**src/sv/json_payload_object_locator_macros.svh**
```systemverilog
// Assertion macros shared by the locator RTL.
`ifndef JSON_PAYLOAD_OBJECT_LOCATOR_MACROS_SVH
`define JSON_PAYLOAD_OBJECT_LOCATOR_MACROS_SVH

// The consequent must hold in the same cycle as the antecedent.
`define JPOL_ASSERT_SAME(label, clk, rst_n, ante, cons, msg) \
    label: assert property (@(posedge clk) disable iff (!(rst_n)) (ante) |-> (cons)) \
        else $error(msg);

// The consequent must hold in the cycle after the antecedent.
`define JPOL_ASSERT_NEXT(label, clk, rst_n, ante, cons, msg) \
    label: assert property (@(posedge clk) disable iff (!(rst_n)) (ante) |=> (cons)) \
        else $error(msg);

`endif

```
**src/sv/jpol_pkg.sv**
```systemverilog
package jpol_pkg;

    localparam int MAX_LINE_BYTES = 4096;
    localparam int MAX_DEPTH      = 255;

    localparam int POS_W   = 13;
    localparam int START_W = 12;
    localparam int LEN_W   = 13;
    localparam int DEPTH_W = 8;
    localparam int KEY_W   = 4;

    localparam logic [KEY_W-1:0] KEY_LEN = 4'd9;

    localparam logic [7:0] CH_QUOTE  = 8'h22;
    localparam logic [7:0] CH_COLON  = 8'h3A;
    localparam logic [7:0] CH_LBRACE = 8'h7B;
    localparam logic [7:0] CH_RBRACE = 8'h7D;
    localparam logic [7:0] CH_BSLASH = 8'h5C;
    localparam logic [7:0] CH_TAB    = 8'h09;
    localparam logic [7:0] CH_LF     = 8'h0A;
    localparam logic [7:0] CH_CR     = 8'h0D;
    localparam logic [7:0] CH_SPACE  = 8'h20;

    typedef struct packed {
        logic               fire;
        logic               found;
        logic [START_W-1:0] slice_start;
        logic [LEN_W-1:0]   slice_length;
    } t_result;

    // Characters of the quoted key, in order.
    function automatic logic [7:0] key_char(input logic [KEY_W-1:0] idx);
        logic [7:0] c;
        case (idx)
            4'd0:    c = CH_QUOTE;
            4'd1:    c = 8'h70;
            4'd2:    c = 8'h61;
            4'd3:    c = 8'h79;
            4'd4:    c = 8'h6C;
            4'd5:    c = 8'h6F;
            4'd6:    c = 8'h61;
            4'd7:    c = 8'h64;
            4'd8:    c = CH_QUOTE;
            default: c = 8'h00;
        endcase
        return c;
    endfunction

    function automatic logic is_blank(input logic [7:0] c);
        return c inside {CH_SPACE, CH_TAB, CH_LF, CH_CR};
    endfunction

endpackage

```
**src/sv/jpol_scan.sv**
```systemverilog
module jpol_scan
    import jpol_pkg::*;
(
    input  logic       i_clk,
    input  logic       i_rst_n,
    input  logic       i_take,
    input  logic [7:0] i_line_byte,
    input  logic       i_line_end,
    output t_result    o_res
);

    typedef enum logic [4:0] {
        PH_SEARCH = 5'b00001,
        PH_COLON  = 5'b00010,
        PH_BRACE  = 5'b00100,
        PH_BODY   = 5'b01000,
        PH_DONE   = 5'b10000
    } t_phase;

    localparam logic [POS_W-1:0]   POS_LIMIT   = POS_W'(MAX_LINE_BYTES);
    localparam logic [DEPTH_W-1:0] DEPTH_LIMIT = DEPTH_W'(MAX_DEPTH);

    t_phase             r_phase,  n_phase;
    logic [KEY_W-1:0]   r_key,    n_key;
    logic [POS_W-1:0]   r_pos,    n_pos;
    logic [START_W-1:0] r_start,  n_start;
    logic [DEPTH_W-1:0] r_depth,  n_depth;
    logic               r_in_str, n_in_str;
    logic               r_esc,    n_esc;

    logic [DEPTH_W-1:0] depth_dec;
    t_result            res;

    always_comb begin
        n_phase  = r_phase;
        n_key    = r_key;
        n_pos    = r_pos;
        n_start  = r_start;
        n_depth  = r_depth;
        n_in_str = r_in_str;
        n_esc    = r_esc;
        res      = '0;
        depth_dec = (r_depth != '0) ? r_depth - 1'b1 : '0;

        if (r_phase != PH_DONE) begin
            if (r_pos >= POS_LIMIT) begin
                res.fire = 1'b1;
                n_phase  = PH_DONE;
            end else begin
                case (r_phase)
                    PH_SEARCH: begin
                        if (r_key < KEY_LEN && i_line_byte == key_char(r_key)) begin
                            n_key = r_key + 1'b1;
                        end else begin
                            n_key = (i_line_byte == CH_QUOTE) ? KEY_W'(1) : '0;
                        end
                        if (n_key >= KEY_LEN) begin
                            n_phase = PH_COLON;
                        end
                    end
                    PH_COLON: begin
                        if (i_line_byte == CH_COLON) begin
                            n_phase = PH_BRACE;
                        end else if (!is_blank(i_line_byte)) begin
                            res.fire = 1'b1;
                            n_phase  = PH_DONE;
                        end
                    end
                    PH_BRACE: begin
                        if (i_line_byte == CH_LBRACE) begin
                            n_start  = r_pos[START_W-1:0];
                            n_depth  = DEPTH_W'(1);
                            n_in_str = 1'b0;
                            n_esc    = 1'b0;
                            n_phase  = PH_BODY;
                        end else if (!is_blank(i_line_byte)) begin
                            res.fire = 1'b1;
                            n_phase  = PH_DONE;
                        end
                    end
                    PH_BODY: begin
                        if (r_esc) begin
                            n_esc = 1'b0;
                        end else if (r_in_str) begin
                            if (i_line_byte == CH_BSLASH) begin
                                n_esc = 1'b1;
                            end else if (i_line_byte == CH_QUOTE) begin
                                n_in_str = 1'b0;
                            end
                        end else if (i_line_byte == CH_QUOTE) begin
                            n_in_str = 1'b1;
                        end else if (i_line_byte == CH_LBRACE) begin
                            if (r_depth >= DEPTH_LIMIT) begin
                                res.fire = 1'b1;
                                n_phase  = PH_DONE;
                            end else begin
                                n_depth = r_depth + 1'b1;
                            end
                        end else if (i_line_byte == CH_RBRACE) begin
                            n_depth = depth_dec;
                            if (depth_dec == '0) begin
                                res.fire         = 1'b1;
                                res.found        = 1'b1;
                                res.slice_start  = r_start;
                                res.slice_length = LEN_W'(r_pos - {1'b0, r_start}) + 1'b1;
                                n_phase          = PH_DONE;
                            end
                        end
                    end
                    default: begin
                        n_phase = PH_DONE;
                    end
                endcase
            end
        end

        if (r_pos < POS_LIMIT) begin
            n_pos = r_pos + 1'b1;
        end

        if (i_line_end) begin
            if (!res.fire && n_phase != PH_DONE) begin
                res.fire = 1'b1;
            end
            n_phase  = PH_SEARCH;
            n_key    = '0;
            n_pos    = '0;
            n_start  = '0;
            n_depth  = '0;
            n_in_str = 1'b0;
            n_esc    = 1'b0;
        end
    end

    always_ff @(posedge i_clk) begin
        if (!i_rst_n) begin
            r_phase  <= PH_SEARCH;
            r_key    <= '0;
            r_pos    <= '0;
            r_start  <= '0;
            r_depth  <= '0;
            r_in_str <= 1'b0;
            r_esc    <= 1'b0;
        end else if (i_take) begin
            r_phase  <= n_phase;
            r_key    <= n_key;
            r_pos    <= n_pos;
            r_start  <= n_start;
            r_depth  <= n_depth;
            r_in_str <= n_in_str;
            r_esc    <= n_esc;
        end
    end

    assign o_res = res;

endmodule

```
**src/sv/json_payload_object_locator.sv**
```systemverilog
// Scans a text line one byte per transfer and reports, once per line, where the object
// value of the first quoted "payload" key lies: the offset of its opening brace and its
// length through the matching closing brace, or not found. The block takes one byte in
// every cycle in which input ready is high; the result of a byte is offered on the output
// in the cycle after that byte's transfer, from a single output register. Input ready
// drops only while that register holds a result that the output side has not taken.
`include "json_payload_object_locator_macros.svh"

module json_payload_object_locator
    import jpol_pkg::*;
(
    input  logic               i_clk,
    input  logic               i_rst_n,
    input  logic               i_valid,
    output logic               o_ready,
    input  logic [7:0]         i_line_byte,
    input  logic               i_line_end,
    output logic               o_valid,
    input  logic               i_ready,
    output logic               o_found,
    output logic [START_W-1:0] o_slice_start,
    output logic [LEN_W-1:0]   o_slice_length
);

    logic               take;
    t_result            res;
    logic               r_valid, n_valid;
    logic               r_found;
    logic [START_W-1:0] r_start;
    logic [LEN_W-1:0]   r_length;

    assign o_ready = !r_valid || i_ready;
    assign take    = i_valid && o_ready;

    jpol_scan u_scan (
        .i_clk       (i_clk),
        .i_rst_n     (i_rst_n),
        .i_take      (take),
        .i_line_byte (i_line_byte),
        .i_line_end  (i_line_end),
        .o_res       (res)
    );

    always_comb begin
        n_valid = r_valid;
        if (take && res.fire) begin
            n_valid = 1'b1;
        end else if (i_ready) begin
            n_valid = 1'b0;
        end
    end

    always_ff @(posedge i_clk) begin
        if (!i_rst_n) begin
            r_valid <= 1'b0;
        end else begin
            r_valid <= n_valid;
        end
    end

    always_ff @(posedge i_clk) begin
        if (take && res.fire) begin
            r_found  <= res.found;
            r_start  <= res.slice_start;
            r_length <= res.slice_length;
        end
    end

    assign o_valid        = r_valid;
    assign o_found        = r_found;
    assign o_slice_start  = r_start;
    assign o_slice_length = r_length;

    `JPOL_ASSERT_SAME(a_found_has_length, i_clk, i_rst_n, o_valid && o_found, o_slice_length != '0 && o_slice_length <= LEN_W'(MAX_LINE_BYTES), "located object has a bad length")
    `JPOL_ASSERT_SAME(a_miss_is_zero, i_clk, i_rst_n, o_valid && !o_found, o_slice_start == '0 && o_slice_length == '0, "not-found result carries a nonzero slice")
    `JPOL_ASSERT_SAME(a_result_from_transfer, i_clk, i_rst_n, $rose(o_valid), $past(i_valid && o_ready), "result appeared without an input transfer")

endmodule
```
**config.mk**
```make
export PLATFORM = sky130hd
export DESIGN_NAME = json_payload_object_locator
export DESIGN_NICKNAME = d
export VERILOG_FILES = /design/src/sv/jpol_pkg.sv /design/src/sv/jpol_scan.sv /design/src/sv/json_payload_object_locator.sv
export VERILOG_INCLUDE_DIRS = /design/src /design/src/sv
export SDC_FILE = /design/constraint.sdc
export NUM_CORES = 1
export LEC_CHECK = 0
export BUFFER_PORTS_ARGS = -buffer_cell sky130_fd_sc_hd__buf_2
export CAP_MARGIN = 25
export CORE_UTILIZATION = 61
export DETAILED_ROUTE_END_ITERATION = 10
export PLACE_DENSITY = 0.8
export SKIP_CTS_REPAIR_TIMING = 1
export SYNTH_ARGS = -nofsm -noshare
export SYNTH_HDL_FRONTEND = slang
export SYNTH_SLANG_ARGS = --single-unit
```
**constraint.sdc**
```tcl
create_clock -name i_clk -period 4.4 [get_ports i_clk]
set_input_delay 0.44 -clock i_clk [delete_from_list [all_inputs] [get_ports i_clk]]
set_output_delay 0.44 -clock i_clk [all_outputs]
set_load 0.005 [all_outputs]
```
==> flow_metrics.py, run 1 <==
metrics = {
    "drt": {
        "drt-initial-drc-count": 225,
        "final_ant_viol_nets": 0,
        "drt-pass1-iter-count": 5,
        "detailroute.via_count": 4140,
        "post-route-drc-count": 0,
        "finalWirelength_microns": 10300,
        "avgRoutedWirePerCell_microns": 14.8,
        "post_drt_via_cell_ratio": 5.96,
    },
    "cts": {
        "cts-root-buf": "sky130_fd_sc_hd__clkbuf_8",
        "skew_pair_late_insertion_delay_ps": 350,
        "clock-sinks": 78,
        "clk_path_buf_depth": 2,
        "cts_tree": "built",
        "cts.reportedPaths.clkPinSlew_ps": 80,
        "htree_num_levels": 3,
        "total_clock_buffers_created_by_cts": 9,
    },
    "critical_path": {
        "r2r.worst_path.cells": 7,
        "cp_max_fo": 23,
        "setup.reg_to_reg.worst_slack_ps": 830,
        "critical_path_required_ps": 4570,
        "crit_arrival_ps": 3740,
        "kind_of_end_point_of_the_critical_path": "register",
        "reg2reg_launch_point": "u_scan.r_depth[0]",
        "criticalPathCategory": "reg2reg",
        "r2r-end": "o_slice_length[5]",
        "critPathLaunchType": "register",
    },
    "hold_path": {
        "worst_hold_startpoint": "i_valid",
        "hold_class": "in2reg",
        "min_delay_worst_endpoint": "o_valid",
        "hold_depth": 3,
    },
    "logic_synthesis": {
        "synthesis.area_per_instance_sq_um": 8.86,
        "number_of_flops_mapped_to_enable_cells_by_yosys": 26,
        "yosys_most_used_dff": "sky130_fd_sc_hd__dfxtp_1",
        "netlist_area_sq_mm": 0.00495,
        "synthesis.instances": 559,
        "mappedNetlistNets": 608,
        "synth_seq_cells": 78,
        "synth.distinct_cells": 82,
        "asyncSetResetFlopFracSynth": 0,
        "ys_warn_count": 0,
        "synth_largest_type_area_fraction": 0.210,
        "yosys-top-cells-area": "sky130_fd_sc_hd__dfxtp_1 21%, sky130_fd_sc_hd__edfxtp_1 16%, sky130_fd_sc_hd__ha_1 8.8%, sky130_fd_sc_hd__nor2_1 4.1%, sky130_fd_sc_hd__nand2_1 3.6%",
        "synth_top_area_cell": "sky130_fd_sc_hd__dfxtp_1",
        "synth_sequential_area_ratio": 0.368,
    },
    "grt": {
        "grt_max_degree": 41,
        "grt_pass1_vias": 3835,
        "global_route.usage.total": 0.254,
        "grt-ovfl-total": 0,
        "antenna_found_initial": 0,
        "grt_first_pass_wirelength_microns": 17300,
    },
    "power_and_ir_drop": {
        "switching_power_w": 0.000347,
        "cellPowerDensity_mw_per_mm2": 271,
        "swShare": 0.237,
        "power_frac_comb": 0.071,
        "p_clk_frac": 0.410,
        "leakagePower_nw": 2.12,
        "flop_pwr_share": 0.519,
        "power_report.internal_total_w": 0.00112,
        "vdd_ir_drop_max_uv": 211,
    },
    "place": {
        "worst_setup_slack_post_dpl_ps": 911,
        "buffer_ports.inserted": 40,
        "gp_congestion": 0.919,
        "placedInstanceArea_sq_mm": 0.00517,
        "dp_hpwl_microns": 7560,
    },
    "final_layout": {
        "final_net_count": 637,
        "stdcell_area_sq_mm": 0.00539,
        "flow.area_growth_from_synthesis_pct": 8.84,
        "diodes": 0,
        "post_route_cells_drive_above_1_share": 0.147,
        "most_common_cell_after_layout_fill_and_taps_aside": "sky130_fd_sc_hd__nor2_1",
        "most-common-layout-cells": "53 x sky130_fd_sc_hd__nor2_1, 52 x sky130_fd_sc_hd__dfxtp_1, 47 x sky130_fd_sc_hd__nand2_1",
    },
    "timing": {
        "achievable-frequency_mhz": 280,
        "total_count_of_hold_check_failures_in_the_final_report": 0,
        "setup_violations": 0,
        "report.final.slew_viol_count": 0,
        "grt_setup_unrepaired": "false",
        "slew-limit-headroom": 0.366,
        "fin_skew_ps": 11.4,
        "final.min_clock_period_ps": 3570,
        "final.period_utilization": 0.812,
        "tightestPinTransition_ps": 942,
        "final_critical_path_setup_slack_ps": 827,
        "tns_ps": 0,
    },
    "die": {
        "num_io_pins": 41,
        "die-width_microns": 92.1,
        "rows": 32,
        "floorplan.die_area_sq_mm": 0.00849,
        "die_height_microns": 92.1,
        "initial_core_util": 0.634,
        "floorplan.core_area_sq_mm": 0.00781,
    },
    "job": {
        "max-cap-violations": 0,
    },
    "outcome": {
        "outcome": "completed",
    },
}
-- metal layers --
metal / share of wire / vias up / GRT usage / wire length [microns]
li1: - / 2053 / - / -
met1: 0.43 / 1952 / 0.298 / 4430
met2: 0.51 / 110 / 0.454 / 5220
met3: 0.041 / 25 / 0.0373 / 421
met4: 0.022 / 0 / 0.115 / 225
met5: 0 / - / 0 / 0
-- worst max-delay path by stage --
stage / startpoint / endpoint / slack (ps) / cells after the start
finish: u_scan.r_depth[0] / o_slice_length[5] / 830 / 7
global route: u_scan.r_depth[0] / o_slice_length[5] / 650 / 7
floorplan: u_scan.r_depth[0] / o_found / 870 / 9
detailed placement: u_scan.r_depth[0] / o_slice_length[5] / 910 / 7
global placement: u_scan.r_depth[0] / o_slice_start[8] / 940 / 8
CTS: u_scan.r_depth[0] / o_slice_length[5] / 850 / 7
-- synthesized netlist by cell type, drive strengths merged (3+ instances only) --
master and instances:
a211oi 3, a21boi 5, a21oi 29, a22oi 15
a31oi 6, and2 6, and3 9, and4 4
buf 12, clkbuf 13, dfxtp 52, edfxtp 26
ha 35, inv 41, mux2i 7, nand2 47
nand2b 5, nand3 10, nand4 9, nand4b 3
nor2 56, nor2b 26, nor3 19, nor4 10
o2111ai 3, o211ai 4, o21ai 23, o31ai 3
or2 4, or3 10, xnor2 7, xor2 19
-- worst max-delay path: stages, from the launching register on --
cell and delay, ps:
sky130_fd_sc_hd__dfxtp_1 500, sky130_fd_sc_hd__inv_1 150, sky130_fd_sc_hd__ha_1 310, sky130_fd_sc_hd__o21a_1 220
sky130_fd_sc_hd__o311a_1 300, sky130_fd_sc_hd__nor4_1 820, sky130_fd_sc_hd__nand2_1 720, sky130_fd_sc_hd__nor3_1 360
-- layout make-up --
| class | instances | area (sq um) |
|---|---|---|
| multi-input combinational | 415 | 2830 |
| timing repair buffer | 43 | 243 |
| fill | 625 | 2420 |
| clock buffer | 9 | 124 |
| tap | 102 | 128 |
| inverter | 41 | 154 |
| clock inverter | 7 | 96.3 |
| sequential | 78 | 1820 |
-- power groups by stage --
stage          clock network (W)  logic [W]  registers [W]
6_report                0.000600   0.000104       0.000759
3_3_place_gp                   0  0.0000983       0.000776
5_1_grt                 0.000636   0.000115       0.000761
3_5_place_dp                   0   0.000104       0.000776
2_1_floorplan                  0  0.0000725       0.000776
4_1_cts                 0.000609   0.000104       0.000759
-- stage by stage --
step / cells / power (W) / util / hold WS (ps)
3_5_place_dp: 679 / 0.000880 / 0.662 / 508
6_report: 695 / 0.00146 / 0.691 / 401
2_1_floorplan: 559 / 0.000848 / - / 484
4_1_cts: 695 / 0.00147 / 0.691 / 397
3_3_place_gp: 678 / 0.000874 / 0.659 / 502
5_1_grt: 695 / 0.00151 / 0.691 / 407
-- cells by family after synthesis --
kind of cell	synth area share
compound gates	0.160
xor+xnor	0.0460
fa+ha+maj	0.0924
buf+inv	0.0624
flops	0.368
mux	0.0164
simple gates	0.255
-- flip-flops by register name, summed over array words and instances, names as in the netlist, named ones only --
name / count
o_slice_length: 13
u_scan.r_pos: 13
o_slice_start: 12
u_scan.r_start: 12
u_scan.r_depth: 8
u_scan.r_phase: 5
u_scan.r_key: 4
o_found: 1
o_valid: 1
u_scan.r_esc: 1
u_scan.r_in_str: 1
No activity file was read; power rests on OpenSTA's default activity.
==> inputs of run 2 (changes only) <==
--- a/config.mk
+++ b/config.mk
@@ -8,9 +8,9 @@
 export LEC_CHECK = 0
 export BUFFER_PORTS_ARGS = -buffer_cell sky130_fd_sc_hd__buf_2
 export CAP_MARGIN = 25
-export CORE_UTILIZATION = 61
+export CORE_UTILIZATION = 55
 export DETAILED_ROUTE_END_ITERATION = 10
-export PLACE_DENSITY = 0.8
+export PLACE_DENSITY = 0.76
 export SKIP_CTS_REPAIR_TIMING = 1
 export SYNTH_ARGS = -nofsm -noshare
 export SYNTH_HDL_FRONTEND = slang
==> constraint.sdc (replaced) <==
create_clock -name i_clk -period 3.1 [get_ports i_clk]
set_input_delay 0.31 -clock i_clk [delete_from_list [all_inputs] [get_ports i_clk]]
set_output_delay 0.31 -clock i_clk [all_outputs]
set_load 0.005 [all_outputs]
==> run 2 against run 1 <==
  * Global-route usage down 2.0 points
  * Worst setup slack worse by 600 ps
  * Register-to-register slack worse by 600 ps
  * Die area up 11%
  * Non-clock buffer count up 10
  * Final cell count up 2.4%
  * Sequential power up 42%
  * Worst hold slack worse by 170 ps
  * First-iteration DRC count down 15%
  * Sequential share of layout area down 0.67 points
  * Core utilization down 6.0 points
  * Critical endpoint is now o_slice_length[11]
==> flow_metrics.py, run 2 (same netlist as run 1, synthesis figures left out) <==
metrics = {
    "critical_path": {
        "critical_path_required_ps": 3220,
        "cp_max_fo": 5,
        "criticalPathCategory": "reg2reg",
        "crit_arrival_ps": 2990,
        "critPathLaunchType": "register",
        "cp_slowest_cell": "sky130_fd_sc_hd__dfxtp_1",
        "critPathMaxStageDelay_ps": 430,
        "kind_of_end_point_of_the_critical_path": "register",
        "timing.critical_path.cells": "inv_1, ha_1, inv_1, ha_1, inv_1, fa_1, nor2b_1, o21ai_0, a21boi_1, o21ai_0, a21oi_1, mux2i_1, a31oi_1",
        "critical-path-top-cell-by-count": "sky130_fd_sc_hd__inv_1",
    },
    "place": {
        "dp_hpwl_microns": 7840,
        "buffer_ports.inserted": 40,
        "worst_setup_slack_post_dpl_ps": 110,
        "post-place-cells": 695,
        "gp_congestion": 0.882,
        "placedInstanceArea_sq_mm": 0.00524,
    },
    "final_layout": {
        "n_fill_cell": 736,
        "diodes": 0,
        "final_net_count": 648,
        "biggestRegsByFlops": "o_slice_length x13, u_scan.r_pos x13",
        "most_common_cell_after_layout_fill_and_taps_aside": "sky130_fd_sc_hd__nor2_1",
        "stdcell_area_sq_mm": 0.00550,
        "final-instance-count-excl-fill": 712,
        "post_route_cells_drive_above_1_share": 0.166,
        "flow.area_growth_from_synthesis_pct": 11.0,
        "most-common-layout-cells": "53 x sky130_fd_sc_hd__nor2_1, 52 x sky130_fd_sc_hd__dfxtp_1, 47 x sky130_fd_sc_hd__nand2_1",
    },
    "cts": {
        "cts_tree": "built",
        "cts.reportedPaths.clkPinSlew_ps": 90,
        "skew_pair_late_insertion_delay_ps": 360,
        "cts-root-buf": "sky130_fd_sc_hd__clkbuf_8",
        "total_clock_buffers_created_by_cts": 9,
        "clock-sinks": 78,
        "clk_path_buf_depth": 2,
        "htree_num_levels": 3,
    },
    "timing": {
        "final_critical_path_setup_slack_ps": 224,
        "grt_setup_unrepaired": "false",
        "total_count_of_hold_check_failures_in_the_final_report": 0,
        "holdWs_ps": 227,
        "fin_skew_ps": 7.67,
        "tns_ps": 0,
        "report.final.slew_viol_count": 0,
        "tightestPinTransition_ps": 686,
        "final.period_utilization": 0.928,
        "slew-limit-headroom": 0.543,
        "setup_violations": 0,
        "achievable-frequency_mhz": 348,
        "final.min_clock_period_ps": 2880,
    },
    "drt": {
        "drt-pass1-iter-count": 5,
        "avgRoutedWirePerCell_microns": 15.2,
        "detailroute.via_count": 4194,
        "final_ant_viol_nets": 0,
        "drt-initial-drc-count": 192,
        "post-route-drc-count": 0,
        "finalWirelength_microns": 10800,
        "post_drt_via_cell_ratio": 5.89,
    },
    "die": {
        "rows": 34,
        "floorplan.die_area_sq_mm": 0.00939,
        "floorplan.core_area_sq_mm": 0.00872,
        "die-width_microns": 96.9,
        "num_io_pins": 41,
        "initial_core_util": 0.568,
        "die_height_microns": 96.9,
    },
    "grt": {
        "grt_max_degree": 41,
        "global_route.usage.total": 0.234,
        "grt_pass1_vias": 4019,
        "top_usage_layer": "met2",
        "grt-ovfl-total": 0,
        "grt_util_met1": 0.274,
        "antenna_found_initial": 0,
        "met2_usage": 0.420,
        "groute.layer.met3.usage": 0.0347,
        "grt_first_pass_wirelength_microns": 18100,
    },
    "power_and_ir_drop": {
        "vdd_ir_drop_max_uv": 237,
        "leakagePower_nw": 2.18,
        "cellPowerDensity_mw_per_mm2": 395,
    },
    "hold_path": {
        "hold_class": "in2reg",
    },
    "outcome": {
        "outcome": "completed",
    },
    "job": {
        "max-cap-violations": 0,
    },
}
[run 2: routing by layer]
layer	routed length (microns)	up-vias
met5	0	-
met4	292	0
met3	429	32
met2	5340	117
met1	4730	1974
li1	-	2071
[run 2: final cells by class]
type,instances,area (sq um),area share
multi-input cells,416,2850,0.518
clock inverters,7,120,0.0218
repair buffers,53,298,0.0541
flip-flops and latches,78,1820,0.331
clock buffers,9,124,0.0225
inverters,41,154,0.0280
well taps,108,135,0.0246
[run 2: worst paths after layout]
check,from,endpoint,slack (ps),cells past startpoint
worst min register to register,u_scan.r_start[11],u_scan.r_start[11],530,2
worst max-delay path,u_scan.r_pos[1],o_slice_length[11],220,13
worst max register to register,u_scan.r_pos[1],o_slice_length[11],220,13
worst min-delay path,i_valid,o_valid,230,3
[run 2: stage by stage]
| stage | util | total power [W] |
|---|---|---|
| 6_report | 0.631 | 0.00217 |
| 5_1_grt | 0.631 | 0.00224 |
| 4_1_cts | 0.629 | 0.00218 |
| 3_5_place_dp | 0.601 | 0.00125 |
| 3_3_place_gp | 0.601 | 0.00124 |
| 2_1_floorplan | - | 0.00120 |
[run 2: report_power, final]
part	total [W]	internal [W]	switching [W]
registers	0.00108	0.00107	0.00000776
logic	0.000153	0.0000580	0.0000947
clock network	0.000944	0.000539	0.000405
[run 2: worst max-delay path, delay by kind of cell (launching register included)]
family	cells	cell delay, ps
mux	1	220
fa+ha+maj	3	810
simple gates	1	150
compound gates	5	810
flops	1	430
buf+inv	3	220
